**src/hw/rtl/bads_pkg.sv**
```systemverilog
package bads_pkg;

   localparam int SRC_MAX    = 256;
   localparam int DST_MAX    = 64;
   localparam int CELL_DEPTH = DST_MAX * DST_MAX;
   localparam int ADDR_W     = $clog2(CELL_DEPTH);
   localparam int POS_W      = $clog2(SRC_MAX);
   localparam int CELL_W     = $clog2(DST_MAX);
   localparam int NUM_W      = CELL_W + POS_W;
   localparam int STEP_W     = $clog2(NUM_W);
   localparam int SDIM_W     = 9;
   localparam int DDIM_W     = 7;
   localparam int TOTAL_W    = ADDR_W + 1;
   localparam int CHAN_W     = 16;
   localparam int SUM_W      = 33;
   localparam int CNT_W      = 17;
   localparam int DSTEP_W    = $clog2(SUM_W);
   localparam int CHAN_SHIFT = 14;
   localparam int CODE_W     = 7;
   localparam int CSR_IDX_W  = 2;
   localparam int CSR_DATA_W = 9;

   localparam logic [CODE_W-1:0] EMPTY_CODE = 7'd64;

   localparam logic [CSR_IDX_W-1:0] CSR_SRC_WIDTH  = 2'd0;
   localparam logic [CSR_IDX_W-1:0] CSR_SRC_HEIGHT = 2'd1;
   localparam logic [CSR_IDX_W-1:0] CSR_DST_WIDTH  = 2'd2;
   localparam logic [CSR_IDX_W-1:0] CSR_DST_HEIGHT = 2'd3;

   typedef enum logic {
      OP_ACCUM,
      OP_READ
   } op_type;

   typedef enum logic [1:0] {
      F_IDLE,
      F_DIVX,
      F_DIVY,
      F_PUSH
   } front_state_type;

   typedef enum logic [2:0] {
      B_CLEAR,
      B_IDLE,
      B_EXEC,
      B_DIV,
      B_OUT
   } back_state_type;

   typedef struct packed {
      op_type              op;
      logic [ADDR_W-1:0]   addr;
      logic [CHAN_W-1:0]   red;
      logic [CHAN_W-1:0]   green;
      logic [CHAN_W-1:0]   blue;
      logic                last;
   } entry_type;

   typedef struct packed {
      logic full;
      logic empty;
   } q_status_type;

   typedef struct packed {
      logic [SUM_W-1:0] red_sum;
      logic [SUM_W-1:0] green_sum;
      logic [SUM_W-1:0] blue_sum;
      logic [CNT_W-1:0] count;
   } cell_word_type;

   typedef struct packed {
      logic [CNT_W-1:0] rem;
      logic [SUM_W-1:0] num;
   } div_lane_type;

endpackage

```
**src/hw/rtl/bads_queue.sv**
```systemverilog
module bads_queue (
   input  logic                   clock,
   input  logic                   reset,
   input  logic                   push,
   input  bads_pkg::entry_type    push_entry,
   input  logic                   pop,
   output bads_pkg::entry_type    head,
   output bads_pkg::q_status_type status
);
   import bads_pkg::*;

   entry_type  slots_ff [2];
   logic       wr_ptr_ff, wr_ptr_in;
   logic       rd_ptr_ff, rd_ptr_in;
   logic [1:0] count_ff, count_in;

   always_comb begin
      wr_ptr_in = push ? ~wr_ptr_ff : wr_ptr_ff;
      rd_ptr_in = pop ? ~rd_ptr_ff : rd_ptr_ff;
      count_in  = count_ff + 2'(push) - 2'(pop);
   end

   assign head         = slots_ff[rd_ptr_ff];
   assign status.full  = (count_ff == 2'd2);
   assign status.empty = (count_ff == 2'd0);

   always_ff @(posedge clock) begin
      if (push) begin
         slots_ff[wr_ptr_ff] <= push_entry;
      end
   end

   always_ff @(posedge clock) begin
      if (reset) begin
         wr_ptr_ff <= 1'b0;
         rd_ptr_ff <= 1'b0;
         count_ff  <= 2'd0;
      end else begin
         wr_ptr_ff <= wr_ptr_in;
         rd_ptr_ff <= rd_ptr_in;
         count_ff  <= count_in;
      end
   end

`ifndef ASSERT_OFF
   a_no_push_full: assert property (@(posedge clock) disable iff (reset)
      status.full |-> !push) else $error("push into full queue");
   a_no_pop_empty: assert property (@(posedge clock) disable iff (reset)
      status.empty |-> !pop) else $error("pop from empty queue");
`endif

endmodule

```
**config.mk**
```make
export PLATFORM = sky130hd
export DESIGN_NAME = bads_queue
export DESIGN_NICKNAME = d
export VERILOG_FILES = /design/src/hw/rtl/bads_pkg.sv /design/src/hw/rtl/bads_queue.sv
export SDC_FILE = /design/constraint.sdc
export NUM_CORES = 1
export LEC_CHECK = 0
export ABC_AREA = 1
export BUFFER_PORTS_ARGS = -buffer_cell sky130_fd_sc_hd__buf_2
export CAP_MARGIN = 40
export CORE_MARGIN = 2
export CORE_UTILIZATION = 52
export CTS_CLUSTER_SIZE = 24
export DETAILED_ROUTE_END_ITERATION = 16
export PLACE_DENSITY = 0.89
export SLEW_MARGIN = 15
export SYNTH_ARGS = -nofsm -noshare
export SYNTH_HDL_FRONTEND = slang
export SYNTH_SLANG_ARGS = --single-unit
```
**constraint.sdc**
```tcl
create_clock -name clock -period 4 [get_ports clock]
set_input_delay 0.2 -clock clock [delete_from_list [all_inputs] [get_ports clock]]
set_output_delay 0.2 -clock clock [all_outputs]
set_load 0.02 [all_outputs]
```
# ---- Yosys cells after proc, flatten, opt, wreduce, memory -nomap -nowiden
# Memory sizes are Yosys's and may differ from the RTL's. A register that Yosys moved wholly into a read port is not among the register bits.
# Index checks and enable logic that the tools add are counted.
dict set report classes {
  n_addsub 2
  mul 0
  div_mod_pow 0
  n_lt_le_gt_ge 0
  n_eq_ne 1
  shift 0
  n_mux 4
  n_bitwise 2
  n_reduce_logical 1
}
# op count
set ops {}
lappend ops {{two-way mux 1 bit} 4}
lappend ops {{adder 2 x 1 -> 2 bit} 1}
lappend ops {{equality test 2 bit (second input constant)} 1}
lappend ops {{logical NOT 2 bit} 1}
lappend ops {{inverter 1 bit} 2}
lappend ops {{subtractor 2 x 1 -> 2 bit} 1}
dict set report word_totals {
  register_bits 4
  latch_bits 0
  ramBits 124
  mem_bits_ro 0
  word_cells 14
  n_memories 1
}
# name words word_bits rd rd_ports_with_merged_regs wr line
set mem_list {}
lappend mem_list {slots_ff 2 62 1 1 1 bads_queue.sv:12} ;# entry_type slots_ff [2];

# ---- Depth between registers and ports, before layout
dict set report depth {
  word_depth 3
  mapped_depth 9
  mapped_depth_nobuf 9
}

# ---- Worst setup path after synthesis
# No wires, ideal clock.
dict set report synth_path {
  path_kind {reg2reg}
  start {register wr_ptr_ff}
  end {memory slots_ff[0][0] (netlist bit), enable pin}
  setup_ns 0.484
  t_arrival_ns 2.912
  required_ns 3.516
  slack_ns 0.604
  stages_incl_launch_ff 2
  synth_period_minus_slack_ns 3.396
  path_cell_list {dfxtp_1 nor2_1}
}
# item line
set synth_rtl {}
lappend synth_rtl {{start, declared} bads_queue.sv:13} ;# logic wr_ptr_ff, wr_ptr_in;
lappend synth_rtl {{start signal, assigned} bads_queue.sv:39} ;# wr_ptr_ff <= wr_ptr_in;
lappend synth_rtl {{end, declared} bads_queue.sv:12}
# No word-level cell before the write port.

==> impl_metrics.py <==
metrics = {
    "die": {
        "pin_count": 130,
        "rows": 35,
        "core_um2": 9280,
        "initial_utilization": 0.539,
        "die_area_um2": 10400,
        "fp.dieH_um": 102,
        "die_w_um": 102,
    },
    "clock_tree": {
        "postCtsSetupRepairBufs": 0,
        "clk_pin_slew_ns": 0.05,
        "tritoncts": "done",
        "ctsResizeCount": 0,
        "clk_latency_ns": 0.49,
        "cts_buffers": 17,
        "clock_sinks": 129,
        "holdBufCountCts": 65,
        "cts.path.max_buffers": 2,
        "clockRootBuffer": "clkbuf_8",
        "htree_levels": 4,
    },
    "worst_setup_path": {
        "cp_num_cells": 3,
        "worstPathArrival_ns": 2.07,
        "worstSetupStartpointType": "register",
        "cpLargestDelayFamily": "flip-flops",
        "crit_slowest_cell": "dfxtp_4",
        "required_ns": 3.80,
        "crit_fanout": 36,
        "worstPathCellList": "buf_16 -> mux2_2 -> buf_2",
        "crit_type": "register to output port",
        "reg2regPathDepth": 2,
        "slowest_delay_ns": 0.70,
        "worst-path-buf-inv": 2,
        "crit_path_end_kind": "output port",
    },
    "logic_synthesis": {
        "synth_top_area_share": 0.744,
        "syn_nets": 292,
        "yosys.area_share.adder": 0.00500,
        "synth_compound_area_frac": 0.00100,
        "seq_area_frac_synth": 0.764,
        "synth_xor_area_frac": 0.00175,
        "synth_top_cell_by_area": "edfxtp_1",
        "synth_top_family_by_area": "multiplexers",
        "ys.warnings.count": 0,
        "synthTopCellsByCount": "edfxtp_1, mux2_4, inv_1, nor2_1, buf_12",
        "yosysUniqueCellTypes": 14,
        "synth_most_common_cell": "edfxtp_1",
        "synthSimpleGateAreaFrac": 0.0110,
        "synthArstFlopShare": 0,
        "synthTopCellsByArea": "edfxtp_1, mux2_4, buf_12",
        "muxShareOfSynthArea": 0.185,
        "synth_flop_cell": "edfxtp_1",
        "syn-instance-count": 224,
        "ys_ff_latch": 129,
        "synth_area_um2": 5000,
        "syn_area_per_cell_um2": 22.3,
        "synth_edf_count": 124,
    },
    "global_routing": {
        "antenna_found_initial": 0,
        "grt_max_degree": 37,
        "track_usage": 0.184,
        "grt_overflow": 0,
        "grt_pass1_wl_mm": 13.7,
        "grt_pass1_vias": 2784,
    },
    "min_path": {
        "min_path_type": "primary input to register",
        "min_path_cells": 3,
    },
    "placed_design": {
        "place_area_um2": 5730,
        "hpwlAfterDp_mm": 5.38,
        "pre_cts_ws_ns": 1.98,
        "globalplace.congestion": 0.671,
        "port_buffers": 129,
    },
    "layout": {
        "area_growth_pct": 39.7,
        "layout-drive-gt1-share": 0.507,
        "nets": 501,
        "design_area_um2": 6990,
        "diodes": 0,
    },
    "routing": {
        "avgViaCountPerCell": 4.64,
        "antenna_left": 0,
        "vias": 2667,
        "drtIter0Drc": 72,
        "drc_errors": 0,
        "wirelength_mm": 9.23,
        "wire_per_inst_um": 16.0,
        "first_pass_iters": 4,
    },
    "timing": {
        "finalHoldWorstSlack_ns": 0.0340,
        "fmax_ghz": 0.440,
        "tightest_slew_ns": 0.780,
        "skew_ns": 0.0108,
        "worst_slack_ns": 1.73,
        "rsz0062_at_grt": "no",
        "drv_slew": 0,
        "setup_violations": 0,
        "period_share": 0.568,
        "finalHoldViolCount": 0,
        "layout_min_cycle_time_ns": 2.27,
        "slew_headroom": 0.479,
        "fin_setup_tns_ns": 0,
    },
    "status": {
        "status": "finished clean",
    },
    "pwr": {
        "power_leakage_nw": 2.84,
        "power_mw": 3.60,
        "power_density_nw_per_um2": 516,
        "vdd_drop_max_v": 0.000325,
    },
    "run": {
        "max_cap_violations": 0,
    },
}
[flip-flops by register name, indices dropped and copies added, names as in the netlist, named ones only]
name,flops
count_ff,2
rd_ptr_ff,1
slots_ff,124
wr_ptr_ff,1
[worst min-delay path, stage by stage]
cell and delay, ns:
buf_2 0.12, xnor2_1 0.08, nor2_1 0.09
[path summary, 6_finish.rpt]
path | end | slack [ns] | start
min reg2reg | rd_ptr_ff | 0.53 | rd_ptr_ff
min | rd_ptr_ff | 0.03 | pop
max reg2reg | slots_ff[0][4] | 2.08 | wr_ptr_ff
max | head[0] | 1.73 | register
[layer usage]
| layer | routed length (um) | GRT usage |
|---|---|---|
| met5 | 0 | 0 |
| met2 | 5080 | 0.332 |
| met4 | 44 | 0.0595 |
| met3 | 524 | 0.0793 |
| met1 | 3580 | 0.192 |
[through the flow]
step / utilization / instances
floorplan: - / 224
detailed placement: 0.617 / 478
finish: 0.753 / 575
global placement: 0.614 / 477
CTS: 0.753 / 575
global route: 0.753 / 575
[layout by cell type (no fill, tap or decap), drive strengths merged]
cell	count
mux2	62
clkinvlp	3
clkinv	5
edfxtp	124
a21oi	1
dlygate4sd3	65
nor3	1
buf	132
nand2	4
nor2	8
bufinv	4
xnor2	1
dfxtp	5
inv	9
ha	2
clkbuf	19
nand3	1
[report_power, final]
part | total, mW | internal (mW) | switching [mW]
Sequential | 1.60 | 1.57 | 0.0370
Combinational | 0.449 | 0.228 | 0.222
Clock | 1.55 | 1.01 | 0.540
Total | 3.60 | 2.81 | 0.798
[logic make-up after synthesis]
family / count (synthesis)
flip-flops: 129
multiplexers: 62
buffers and inverters: 15
AND/OR/NAND/NOR: 14
adder cells (fa/ha/maj): 2
AO/OA/AOI/OAI: 1
XOR/XNOR: 1
[layout make-up]
class,instances,area [um^2]
inverters,8,30.0
clock inverters,13,186
flip-flops and latches,129,3830
clock buffers,19,422
repair buffers,197,1340
multi-input cells,80,1020
fillers,570,2290
well taps,129,161
(Power assumes the default switching activity.)
