### src/hw/rtl/bads_pkg.sv
package bads_pkg;

   localparam int SRC_MAX    = 256;
   localparam int DST_MAX    = 64;
   localparam int CELL_DEPTH = DST_MAX * DST_MAX;
   localparam int ADDR_W     = $clog2(CELL_DEPTH);
   localparam int POS_W      = $clog2(SRC_MAX);
   localparam int CELL_W     = $clog2(DST_MAX);
   localparam int NUM_W      = CELL_W + POS_W;
   localparam int STEP_W     = $clog2(NUM_W);
   localparam int SDIM_W     = 9;
   localparam int DDIM_W     = 7;
   localparam int TOTAL_W    = ADDR_W + 1;
   localparam int CHAN_W     = 16;
   localparam int SUM_W      = 33;
   localparam int CNT_W      = 17;
   localparam int DSTEP_W    = $clog2(SUM_W);
   localparam int CHAN_SHIFT = 14;
   localparam int CODE_W     = 7;
   localparam int CSR_IDX_W  = 2;
   localparam int CSR_DATA_W = 9;

   localparam logic [CODE_W-1:0] EMPTY_CODE = 7'd64;

   localparam logic [CSR_IDX_W-1:0] CSR_SRC_WIDTH  = 2'd0;
   localparam logic [CSR_IDX_W-1:0] CSR_SRC_HEIGHT = 2'd1;
   localparam logic [CSR_IDX_W-1:0] CSR_DST_WIDTH  = 2'd2;
   localparam logic [CSR_IDX_W-1:0] CSR_DST_HEIGHT = 2'd3;

   typedef enum logic {
      OP_ACCUM,
      OP_READ
   } op_type;

   typedef enum logic [1:0] {
      F_IDLE,
      F_DIVX,
      F_DIVY,
      F_PUSH
   } front_state_type;

   typedef enum logic [2:0] {
      B_CLEAR,
      B_IDLE,
      B_EXEC,
      B_DIV,
      B_OUT
   } back_state_type;

   typedef struct packed {
      op_type              op;
      logic [ADDR_W-1:0]   addr;
      logic [CHAN_W-1:0]   red;
      logic [CHAN_W-1:0]   green;
      logic [CHAN_W-1:0]   blue;
      logic                last;
   } entry_type;

   typedef struct packed {
      logic full;
      logic empty;
   } q_status_type;

   typedef struct packed {
      logic [SUM_W-1:0] red_sum;
      logic [SUM_W-1:0] green_sum;
      logic [SUM_W-1:0] blue_sum;
      logic [CNT_W-1:0] count;
   } cell_word_type;

   typedef struct packed {
      logic [CNT_W-1:0] rem;
      logic [SUM_W-1:0] num;
   } div_lane_type;

endpackage

### src/hw/rtl/bads_front.sv
module bads_front (
   input  logic                            clock,
   input  logic                            reset,
   input  logic                            req_valid,
   output logic                            req_stall,
   input  logic                            req_action,
   input  logic [15:0]                     req_red,
   input  logic [15:0]                     req_green,
   input  logic [15:0]                     req_blue,
   input  logic                            req_transparent,
   input  logic                            csr_write,
   input  logic [bads_pkg::CSR_IDX_W-1:0]  csr_index,
   input  logic [bads_pkg::CSR_DATA_W-1:0] csr_wdata,
   input  logic                            clearing,
   input  bads_pkg::q_status_type          q_status,
   output logic                            push,
   output bads_pkg::entry_type             push_entry
);
   import bads_pkg::*;

   front_state_type     state_ff, state_in;
   logic [SDIM_W-1:0]   src_w_ff, src_h_ff;
   logic [DDIM_W-1:0]   dst_w_ff, dst_h_ff;
   logic [POS_W-1:0]    col_ff, col_in, row_ff, row_in, y_ff, y_in;
   logic [ADDR_W-1:0]   ridx_ff, ridx_in;
   entry_type           ent_ff, ent_in;
   logic [CELL_W-1:0]   cx_ff, cx_in, cy_ff, cy_in;
   logic [NUM_W-1:0]    dnum_ff, dnum_in;
   logic [POS_W-1:0]    drem_ff, drem_in, ddiv_ff, ddiv_in;
   logic [STEP_W-1:0]   dstep_ff, dstep_in;

   logic [SDIM_W-1:0]   sw, sh;
   logic [DDIM_W-1:0]   dw0, dh0, dw, dh;
   logic [TOTAL_W-1:0]  total;
   logic [POS_W-1:0]    x, y;
   logic                accept, div_done;
   logic [POS_W:0]      trial;
   logic                ge;
   logic [NUM_W-1:0]    num_nx;
   logic [POS_W-1:0]    rem_nx;
   logic [CELL_W-1:0]   quot;
   logic [SDIM_W-1:0]   col_p1, row_p1;
   logic [ADDR_W-1:0]   ridx_eff;
   logic [TOTAL_W-1:0]  ridx_p1;

   always_comb begin
      sw = (src_w_ff == '0) ? SDIM_W'(1)
         : (src_w_ff > SDIM_W'(SRC_MAX)) ? SDIM_W'(SRC_MAX) : src_w_ff;
      sh = (src_h_ff == '0) ? SDIM_W'(1)
         : (src_h_ff > SDIM_W'(SRC_MAX)) ? SDIM_W'(SRC_MAX) : src_h_ff;
      dw0 = (dst_w_ff == '0) ? DDIM_W'(1)
          : (dst_w_ff > DDIM_W'(DST_MAX)) ? DDIM_W'(DST_MAX) : dst_w_ff;
      dh0 = (dst_h_ff == '0) ? DDIM_W'(1)
          : (dst_h_ff > DDIM_W'(DST_MAX)) ? DDIM_W'(DST_MAX) : dst_h_ff;
      dw = (SDIM_W'(dw0) > sw) ? sw[DDIM_W-1:0] : dw0;
      dh = (SDIM_W'(dh0) > sh) ? sh[DDIM_W-1:0] : dh0;
      total = TOTAL_W'(dw) * TOTAL_W'(dh);
      x = (SDIM_W'(col_ff) < sw) ? col_ff : POS_W'(sw - SDIM_W'(1));
      y = (SDIM_W'(row_ff) < sh) ? row_ff : POS_W'(sh - SDIM_W'(1));
   end

   // one quotient bit per cycle for the cell index
   always_comb begin
      trial    = {drem_ff, dnum_ff[NUM_W-1]};
      ge       = (trial >= {1'b0, ddiv_ff});
      rem_nx   = ge ? POS_W'(trial - {1'b0, ddiv_ff}) : trial[POS_W-1:0];
      num_nx   = {dnum_ff[NUM_W-2:0], ge};
      quot     = (ddiv_ff == '0) ? '0 : num_nx[CELL_W-1:0];
      div_done = (dstep_ff == STEP_W'(NUM_W - 1));
   end

   assign req_stall = (state_ff != F_IDLE) || clearing;
   assign accept    = req_valid && !req_stall;

   always_comb begin
      state_in = state_ff;
      case (state_ff)
         F_IDLE: begin
            if (accept) begin
               if (req_action) begin
                  state_in = F_PUSH;
               end else if (!req_transparent) begin
                  state_in = F_DIVX;
               end
            end
         end
         F_DIVX: begin
            if (div_done) begin
               state_in = F_DIVY;
            end
         end
         F_DIVY: begin
            if (div_done) begin
               state_in = F_PUSH;
            end
         end
         F_PUSH: begin
            if (!q_status.full) begin
               state_in = F_IDLE;
            end
         end
         default: state_in = F_IDLE;
      endcase
   end

   always_comb begin
      col_in   = col_ff;
      row_in   = row_ff;
      ridx_in  = ridx_ff;
      y_in     = y_ff;
      ent_in   = ent_ff;
      cx_in    = cx_ff;
      cy_in    = cy_ff;
      dnum_in  = dnum_ff;
      drem_in  = drem_ff;
      ddiv_in  = ddiv_ff;
      dstep_in = dstep_ff;
      push     = 1'b0;
      push_entry = ent_ff;
      col_p1   = SDIM_W'(col_ff) + SDIM_W'(1);
      row_p1   = SDIM_W'(row_ff) + SDIM_W'(1);
      ridx_eff = ({1'b0, ridx_ff} >= total) ? '0 : ridx_ff;
      ridx_p1  = {1'b0, ridx_eff} + TOTAL_W'(1);
      case (state_ff)
         F_IDLE: begin
            if (accept) begin
               ent_in.red   = req_red;
               ent_in.green = req_green;
               ent_in.blue  = req_blue;
               if (req_action) begin
                  ent_in.op   = OP_READ;
                  ent_in.addr = ridx_eff;
                  ent_in.last = (ridx_p1 == total);
                  ridx_in     = (ridx_p1 >= total) ? '0 : ridx_p1[ADDR_W-1:0];
               end else begin
                  ent_in.op   = OP_ACCUM;
                  ent_in.last = 1'b0;
                  y_in        = y;
                  dnum_in     = NUM_W'(dw - DDIM_W'(1)) * NUM_W'(x);
                  ddiv_in     = POS_W'(sw - SDIM_W'(1));
                  drem_in     = '0;
                  dstep_in    = '0;
                  if (col_p1 >= sw) begin
                     col_in = '0;
                     row_in = (row_p1 >= sh) ? '0 : row_p1[POS_W-1:0];
                  end else begin
                     col_in = col_p1[POS_W-1:0];
                  end
               end
            end
         end
         F_DIVX: begin
            dnum_in  = num_nx;
            drem_in  = rem_nx;
            dstep_in = dstep_ff + STEP_W'(1);
            if (div_done) begin
               cx_in    = quot;
               dnum_in  = NUM_W'(dh - DDIM_W'(1)) * NUM_W'(y_ff);
               ddiv_in  = POS_W'(sh - SDIM_W'(1));
               drem_in  = '0;
               dstep_in = '0;
            end
         end
         F_DIVY: begin
            dnum_in  = num_nx;
            drem_in  = rem_nx;
            dstep_in = dstep_ff + STEP_W'(1);
            if (div_done) begin
               cy_in = quot;
            end
         end
         F_PUSH: begin
            push = !q_status.full;
            if (ent_ff.op == OP_ACCUM) begin
               push_entry.addr = ADDR_W'(TOTAL_W'(cy_ff) * TOTAL_W'(dw)
                                         + TOTAL_W'(cx_ff));
            end
         end
         default: ;
      endcase
   end

   always_ff @(posedge clock) begin
      y_ff     <= y_in;
      ent_ff   <= ent_in;
      cx_ff    <= cx_in;
      cy_ff    <= cy_in;
      dnum_ff  <= dnum_in;
      drem_ff  <= drem_in;
      ddiv_ff  <= ddiv_in;
      dstep_ff <= dstep_in;
   end

   always_ff @(posedge clock) begin
      if (reset) begin
         state_ff <= F_IDLE;
         col_ff   <= '0;
         row_ff   <= '0;
         ridx_ff  <= '0;
         src_w_ff <= SDIM_W'(1);
         src_h_ff <= SDIM_W'(1);
         dst_w_ff <= DDIM_W'(1);
         dst_h_ff <= DDIM_W'(1);
      end else begin
         state_ff <= state_in;
         col_ff   <= col_in;
         row_ff   <= row_in;
         ridx_ff  <= ridx_in;
         if (csr_write) begin
            case (csr_index)
               CSR_SRC_WIDTH:  src_w_ff <= csr_wdata;
               CSR_SRC_HEIGHT: src_h_ff <= csr_wdata;
               CSR_DST_WIDTH:  dst_w_ff <= csr_wdata[DDIM_W-1:0];
               CSR_DST_HEIGHT: dst_h_ff <= csr_wdata[DDIM_W-1:0];
               default: ;
            endcase
         end
      end
   end

`ifndef ASSERT_OFF
   a_push_from_push_state: assert property (@(posedge clock) disable iff (reset)
      push |-> state_ff == F_PUSH)
      else $error("queue push outside push state");
`endif

endmodule

### config.mk
export PLATFORM = sky130hd
export DESIGN_NAME = bads_front
export DESIGN_NICKNAME = d
export VERILOG_FILES = /design/src/hw/rtl/bads_pkg.sv /design/src/hw/rtl/bads_front.sv
export SDC_FILE = /design/constraint.sdc
export NUM_CORES = 1
export LEC_CHECK = 0
export ABC_AREA = 0
export BUFFER_PORTS_ARGS = -buffer_cell sky130_fd_sc_hd__buf_2
export CAP_MARGIN = 20
export CORE_MARGIN = 4
export CORE_UTILIZATION = 53
export CTS_BUF_LIST = sky130_fd_sc_hd__clkbuf_8
export DETAILED_ROUTE_END_ITERATION = 16
export PLACE_DENSITY = 0.72
export SETUP_SLACK_MARGIN = 0.02
export SYNTH_ARGS = -nofsm -noshare
export SYNTH_HDL_FRONTEND = slang
export SYNTH_SLANG_ARGS = --single-unit
### constraint.sdc
create_clock -name clock -period 18.4 [get_ports clock]
set_input_delay 1.84 -clock clock [delete_from_list [all_inputs] [get_ports clock]]
set_output_delay 1.84 -clock clock [all_outputs]
set_load 0.05 [all_outputs]
* After elaboration in Yosys (flattened, before gate mapping)
Index checks and enable logic that the tools add are counted.
** Word-level totals
- Word-level logic and storage cells :: 135
- Bits in registers :: 178
- Input bits :: 68
** Operators by class
- $lt $le $gt $ge :: 13
- Bitwise logic cells :: 1
- Multiply operators :: 4
- Multiplexer cells :: 45
- Reductions and logical operators :: 27
- Add/sub/neg operators :: 10
- Eq/ne operators :: 14
** Operators by type and width (count)
- 8-bit 2-to-1 mux :: 11
- 12-bit 2-to-1 mux :: 4
- 14-bit 2-to-1 mux :: 3
- 7-bit 2-to-1 mux :: 6
- 14-bit case mux with 3 select lines :: 1
- 9-bit 2-to-1 mux :: 4
- 8-bit by 9-bit multiplier with 14-bit output :: 2
- 8-bit case mux with 3 select lines :: 1
- 8-bit by 1-bit adder with 9-bit output, second input constant :: 2
- 9-bit greater-or-equal comparator :: 2
- 7-bit by 9-bit greater-than comparator with 1-bit output :: 2
- 9-bit greater-than comparator, second input constant :: 2
- 9-bit logical NOT :: 2
- 8-bit by 9-bit < comparator with 1-bit output :: 2
- 8-bit case mux with 2 select lines :: 1
- 7-bit by 1-bit subtractor with 8-bit output, second input constant :: 2
- 8-bit by 1-bit subtractor with 8-bit output, second input constant :: 2
- 7-bit greater-than comparator, second input constant :: 2
- 7-bit logical NOT :: 2
- 2-bit AND reduction :: 7
- 12-bit by 1-bit adder with 13-bit output, second input constant :: 1
- 13-bit equality test :: 1
- 12-bit by 13-bit greater-or-equal comparator with 1-bit output :: 1
- 13-bit greater-or-equal comparator :: 1
- 28 further kinds :: 50

* Logic depth before layout (Yosys ltp)
- Word-level depth :: 11
- Mapped depth :: 47
- Gate-level depth less buffers :: 44

* Least setup slack after synthesis
Ideal clock, no wire load.
- Path kind :: reg2reg
- From :: reg src_w_ff[8]
- To :: reg ridx_ff[8]
- Stages on the path, launching flop included :: 43
- Setup slack :: 8.894 ns
- Data required time :: 18.283 ns
- Library setup time :: 0.117 ns
- Clock period less this slack :: 9.506 ns
- Data arrival time :: 9.388 ns
- Cells stage by stage :: dfxtp_1 inv_1 clkbuf_1 nand2_1 ha_1 a21oi_1 a21o_1 a21oi_1 buf_2 mux2i_1 nand2_1 fa_1 fa_1 inv_1 fa_1 inv_1 fa_1 inv_1 [... 7 more ...] o21a_1 o21ai_0 and3_1 a2111oi_4 a211oi_4 buf_2 nor2_1 ha_1 a21o_1 a31oi_1 o21ai_0 a21oi_1 o21ai_0 a21oi_1 a32o_1 o21ai_2 nand2_2 a32o_1
** On the way
- Longest elaborated chain between the ends :: 11
- Elaborated cells between the ends (all ways) :: 12
- Those cells by class :: add/sub: 1; mul: 1; order compare: 4; mux: 5; reduce/logical: 1
** RTL lines
- start: declaration :: RTL line bads_front.sv:22 : logic [SDIM_W-1:0] src_w_ff, src_h_ff;
- start signal: assignment :: RTL line bads_front.sv:211 : CSR_SRC_WIDTH: src_w_ff <= csr_wdata;
- 9-bit greater-than comparator :: RTL line bads_front.sv:48 : : (src_w_ff > SDIM_W'(SRC_MAX)) ? SDIM_W'(SRC_MAX) : src_w_ff;
- 9-bit 2-to-1 mux :: RTL line bads_front.sv:48
- 9-bit 2-to-1 mux * :: RTL line bads_front.sv:47 : sw = (src_w_ff == '0) ? SDIM_W'(1)
- 7-bit by 9-bit greater-than comparator with 1-bit output :: RTL line bads_front.sv:55 : dw = (SDIM_W'(dw0) > sw) ? sw[DDIM_W-1:0] : dw0;
- 7-bit 2-to-1 mux * :: RTL line bads_front.sv:55
- 7-bit by 7-bit multiplier with 13-bit output * :: RTL line bads_front.sv:57 : total = TOTAL_W'(dw) * TOTAL_W'(dh);
- 12-bit by 13-bit greater-or-equal comparator with 1-bit output :: RTL line bads_front.sv:122 : ridx_eff = ({1'b0, ridx_ff} >= total) ? '0 : ridx_ff;
- 12-bit 2-to-1 mux :: RTL line bads_front.sv:122
- 12-bit by 1-bit adder with 13-bit output :: RTL line bads_front.sv:123 : ridx_p1 = {1'b0, ridx_eff} + TOTAL_W'(1);
- 13-bit greater-or-equal comparator :: RTL line bads_front.sv:134 : ridx_in = (ridx_p1 >= total) ? '0 : ridx_p1[ADDR_W-1:0];
- 12-bit 2-to-1 mux * :: RTL line bads_front.sv:134
- end signal: assignment :: RTL line bads_front.sv:208 : ridx_ff <= ridx_in;
- end: declaration :: RTL line bads_front.sv:25 : logic [ADDR_W-1:0] ridx_ff, ridx_in;
Mark *: on every way between the ends. The rest lies on a longest branch, timed or not.
A chain may end at the register's enable or synchronous reset.

* Worst setup path in the final report
- From :: reg src_h_ff[1]
- To :: reg ridx_ff[9]
** On the way
- Longest elaborated chain between the ends :: 11
- Elaborated cells between the ends (all ways) :: 12
- Those cells by class :: add/sub: 1; mul: 1; order compare: 4; mux: 5; reduce/logical: 1
** RTL lines
- start: declaration :: RTL line bads_front.sv:22
- start signal: assignment :: RTL line bads_front.sv:212 : CSR_SRC_HEIGHT: src_h_ff <= csr_wdata;
- 9-bit greater-than comparator :: RTL line bads_front.sv:50 : : (src_h_ff > SDIM_W'(SRC_MAX)) ? SDIM_W'(SRC_MAX) : src_h_ff;
- 9-bit 2-to-1 mux :: RTL line bads_front.sv:50
- 9-bit 2-to-1 mux * :: RTL line bads_front.sv:49 : sh = (src_h_ff == '0) ? SDIM_W'(1)
- 7-bit by 9-bit greater-than comparator with 1-bit output :: RTL line bads_front.sv:56 : dh = (SDIM_W'(dh0) > sh) ? sh[DDIM_W-1:0] : dh0;
- 7-bit 2-to-1 mux * :: RTL line bads_front.sv:56
- 7-bit by 7-bit multiplier with 13-bit output * :: RTL line bads_front.sv:57
- 12-bit by 13-bit greater-or-equal comparator with 1-bit output * :: RTL line bads_front.sv:122
- 12-bit 2-to-1 mux * :: RTL line bads_front.sv:122
- via ridx_eff[0] :: RTL line bads_front.sv:43 : logic [ADDR_W-1:0] ridx_eff;
- 12-bit by 1-bit adder with 13-bit output * :: RTL line bads_front.sv:123
- 13-bit greater-or-equal comparator :: RTL line bads_front.sv:134
- 12-bit 2-to-1 mux * :: RTL line bads_front.sv:134
Mark *: on every way through the listed nets, which the timed path passes. The rest lies on a longest branch.

==> impl_results.md <==
- Synth cell types: 74
- Gp weighted congestion: 0.908
- Max Transition Viols Final: 0
- Sequential element share of the synthesized area: 0.275
- Worst slew pin tran: 1.10 ns
- TritonCTS clock tree: built
- Row cnt: 65
- Synthesized netlist cell count: 1821
- P_leak: 8.66 nW
- Total Wirelength: 38.8 mm
- IO Count: 132
- Synth area leader: edfxtp_1
- Reg2reg path depth: 45
- Detailed router's first-iteration violation count: 688
- Global Route met3 Usage: 0.0404
- Relative slew margins: 0.269
- Clock tree buffer depth: 2
- Clock sink count: 178
- Worst Path Buf+Inv: 5
- First-pass GRT wire length: 64.4 mm
- Number of buffers added on ports: 130
- Sw Pwr: 619 uW
- Clk_skew: 0.0164 ns
- Max_cap viols: 0
- Sw Share: 0.426
- Met1 usage: 0.292
- Top FF cell, synth: edfxtp_1
- Routed vias: 13000
- WP data required: 18.79 ns
- Overflow after GRT: 0
- Core area: 0.0317 mm2
- Post-DP HPWL: 30.7 mm
- Proportion of layout cells with a drive suffix above 1: 0.107
- Count leader, synth: inv_1
- Asr flop ratio synth: 0
- Arrival time worst endpoint: 11.90 ns
- Worst vdd ir: 44.6 uV
- Diode count: 0
- RSZ-0062 raised after global routing: no
- FF+latch count, synth: 178
- Skew-Pair Late Insertion Delay: 0.50 ns
- Full die area: 0.0353 mm2
- TNS Setup: 0 ns
- Most frequent CP cell: nor2_1
- Crit end category: register
- Post-CTS sizing: 0
- Fmax: 0.0869 GHz
- Synth area leaders: edfxtp_1 20%, ha_1 15%, fa_1 14%, dfxtp_1 7.2%, inv_1 4.9%
- Clock transition at path regs: 0.10 ns
- Vias in the first global route: 13200
- Total track usage: 0.221
- Largest net degree at the start of global routing: 53
- Logic pwr share: 0.457
- Syn_area_per_cell: 9.43 um2
- Post-CTS Hold Buffers: 0
- Top Family by Delay on Critical Path: compound AO/OA/AOI/OAI gates
- Final Hold Viols: 0
- Die Wd: 188 um
- Crit-path max cell delay: 0.69 ns
- Initial core utilization: 0.541
- Floorplan die height: 188 um
- Clock network power share: 0.179
- WHS Path Cells: 1
- Via density per instance: 5.61
- Remaining DRCs: 0
- Post-DRT Antenna Nets: 0
- Nets@finish: 2299
- CP max FO: 26
- Worst Hold Class: reg2reg
- EDFF count, synth: 116
- Antenna violations before repair: 0
- Slowest CP cell: a31oi_1
- Post-synth top area share: 0.203
- Area delta synth->final: 6.56%
- Inserted Clock Buffers: 17
- Yosys warning total: 0
- H-tree depth: 4
- Top cells by count, synth: 222 x inv_1, 211 x ha_1, 194 x nor2_1
- Status: completed
- Fin crit share: 0.625
- Fin crit period: 11.51 ns
- Sequential Power Share: 0.364
- M2 GR Usage: 0.370
- Postcts setup bufs: 0
- Wire per inst: 16.8 um
- P_int: 834 uW
- Critical path class: reg2reg
- Finish-stage setup viols: 0
- CP Launch Type: register
- CTS Root Cell: clkbuf_8
- Hold_ws: 0.481 ns
- Busiest layer in global routing: met2
- Pre-Repair DR Iteration Count: 5
- Cell count along the critical path: 45
- PwrDens: 79.4 mW/mm2
- Netlist Area Pre-Place: 0.0172 mm2
metrics by stage:
| step | utilization | cell area, um2 | power [mW] | worst slack (ns) | instances |
|---|---|---|---|---|---|
| after CTS | 0.576 | 18300 | 1.45 | 7.02 | 2312 |
| after detailed placement | 0.564 | 17900 | 1.19 | 7.08 | 2280 |
| final | 0.577 | 18300 | 1.45 | 6.89 | 2314 |
| after global placement | 0.564 | 17900 | 1.17 | 7.30 | 2279 |
| after global routing | 0.577 | 18300 | 1.56 | 6.17 | 2314 |
| after floorplan | - | 17200 | 1.04 | 8.89 | 1833 |
layout by cell type, fill, tap and decap left out, types with 17 or more instances in the layout:
cell type	netlist	routed
inv_1	222	223
ha_1	211	211
a21o_1	22	22
nand2_1	147	147
buf_2	4	131
and2_1	48	48
o21a_1	21	21
xnor2_1	62	62
nor2b_1	46	46
edfxtp_1	116	116
o21ai_0	46	46
nand2b_1	24	24
clkbuf_8	0	17
mux2i_1	56	56
dfxtp_1	62	62
nor2_1	194	193
a21oi_1	81	81
fa_1	121	121
xor2_1	31	31
nor3_1	17	17
nand3_1	29	29
layout make-up:
cell class                      instances  area, um2
Tap cell                              402        503
Clock buffer                           17        234
Timing Repair Buffer                  141        751
Sequential cell                       178       4720
Multi-Input combinational cell       1337      11100
Clock inverter                         15        126
Inverter                              224        841
Fill cell                            2854      13400
layer usage:
metal	up-vias	wire (um)
met3	54	2330
met4	0	1040
li1	6209	-
met2	378	18200
met5	-	0
met1	6329	17300
flip-flops by register name, indices dropped and copies added (netlist names), 9 cells and up:
signal,flops
push_entry,50
src_w_ff,9
ridx_ff,12
dnum_ff,14
ent_ff,12
src_h_ff,9
power by group through the flow:
stage	Clock, mW	Sequential, mW	Combinational (mW)
3_5_place_dp	0	0.537	0.654
2_1_floorplan	0	0.526	0.518
6_report	0.261	0.529	0.663
3_3_place_gp	0	0.536	0.637
5_1_grt	0.286	0.535	0.741
4_1_cts	0.268	0.529	0.658
path summary, 6_finish.rpt:
kind	start	end	slack, ns
setup / recovery	src_h_ff[1]$_SDFFE_PP0P_	ridx_ff[9]$_SDFFE_PP0P_	6.89
hold / removal	dst_w_ff[0]$_SDFFE_PP1P_	dst_w_ff[0]$_SDFFE_PP1P_	0.48
setup reg to reg	src_h_ff[1]$_SDFFE_PP0P_	ridx_ff[9]$_SDFFE_PP0P_	6.89
hold reg to reg	dst_w_ff[0]$_SDFFE_PP1P_	dst_w_ff[0]$_SDFFE_PP1P_	0.48
logic make-up after synthesis:
| group | share of synthesized area |
|---|---|
| buffers and inverters | 0.0808 |
| and+or+nand+nor | 0.154 |
| muxes | 0.0405 |
| DFF | 0.275 |
| xor gates and xnor gates | 0.0501 |
| AOI/OAI and AO/OA | 0.104 |
| other | 0.000438 |
| adders and majority gates | 0.295 |
Power figures use the tool's default switching activity.
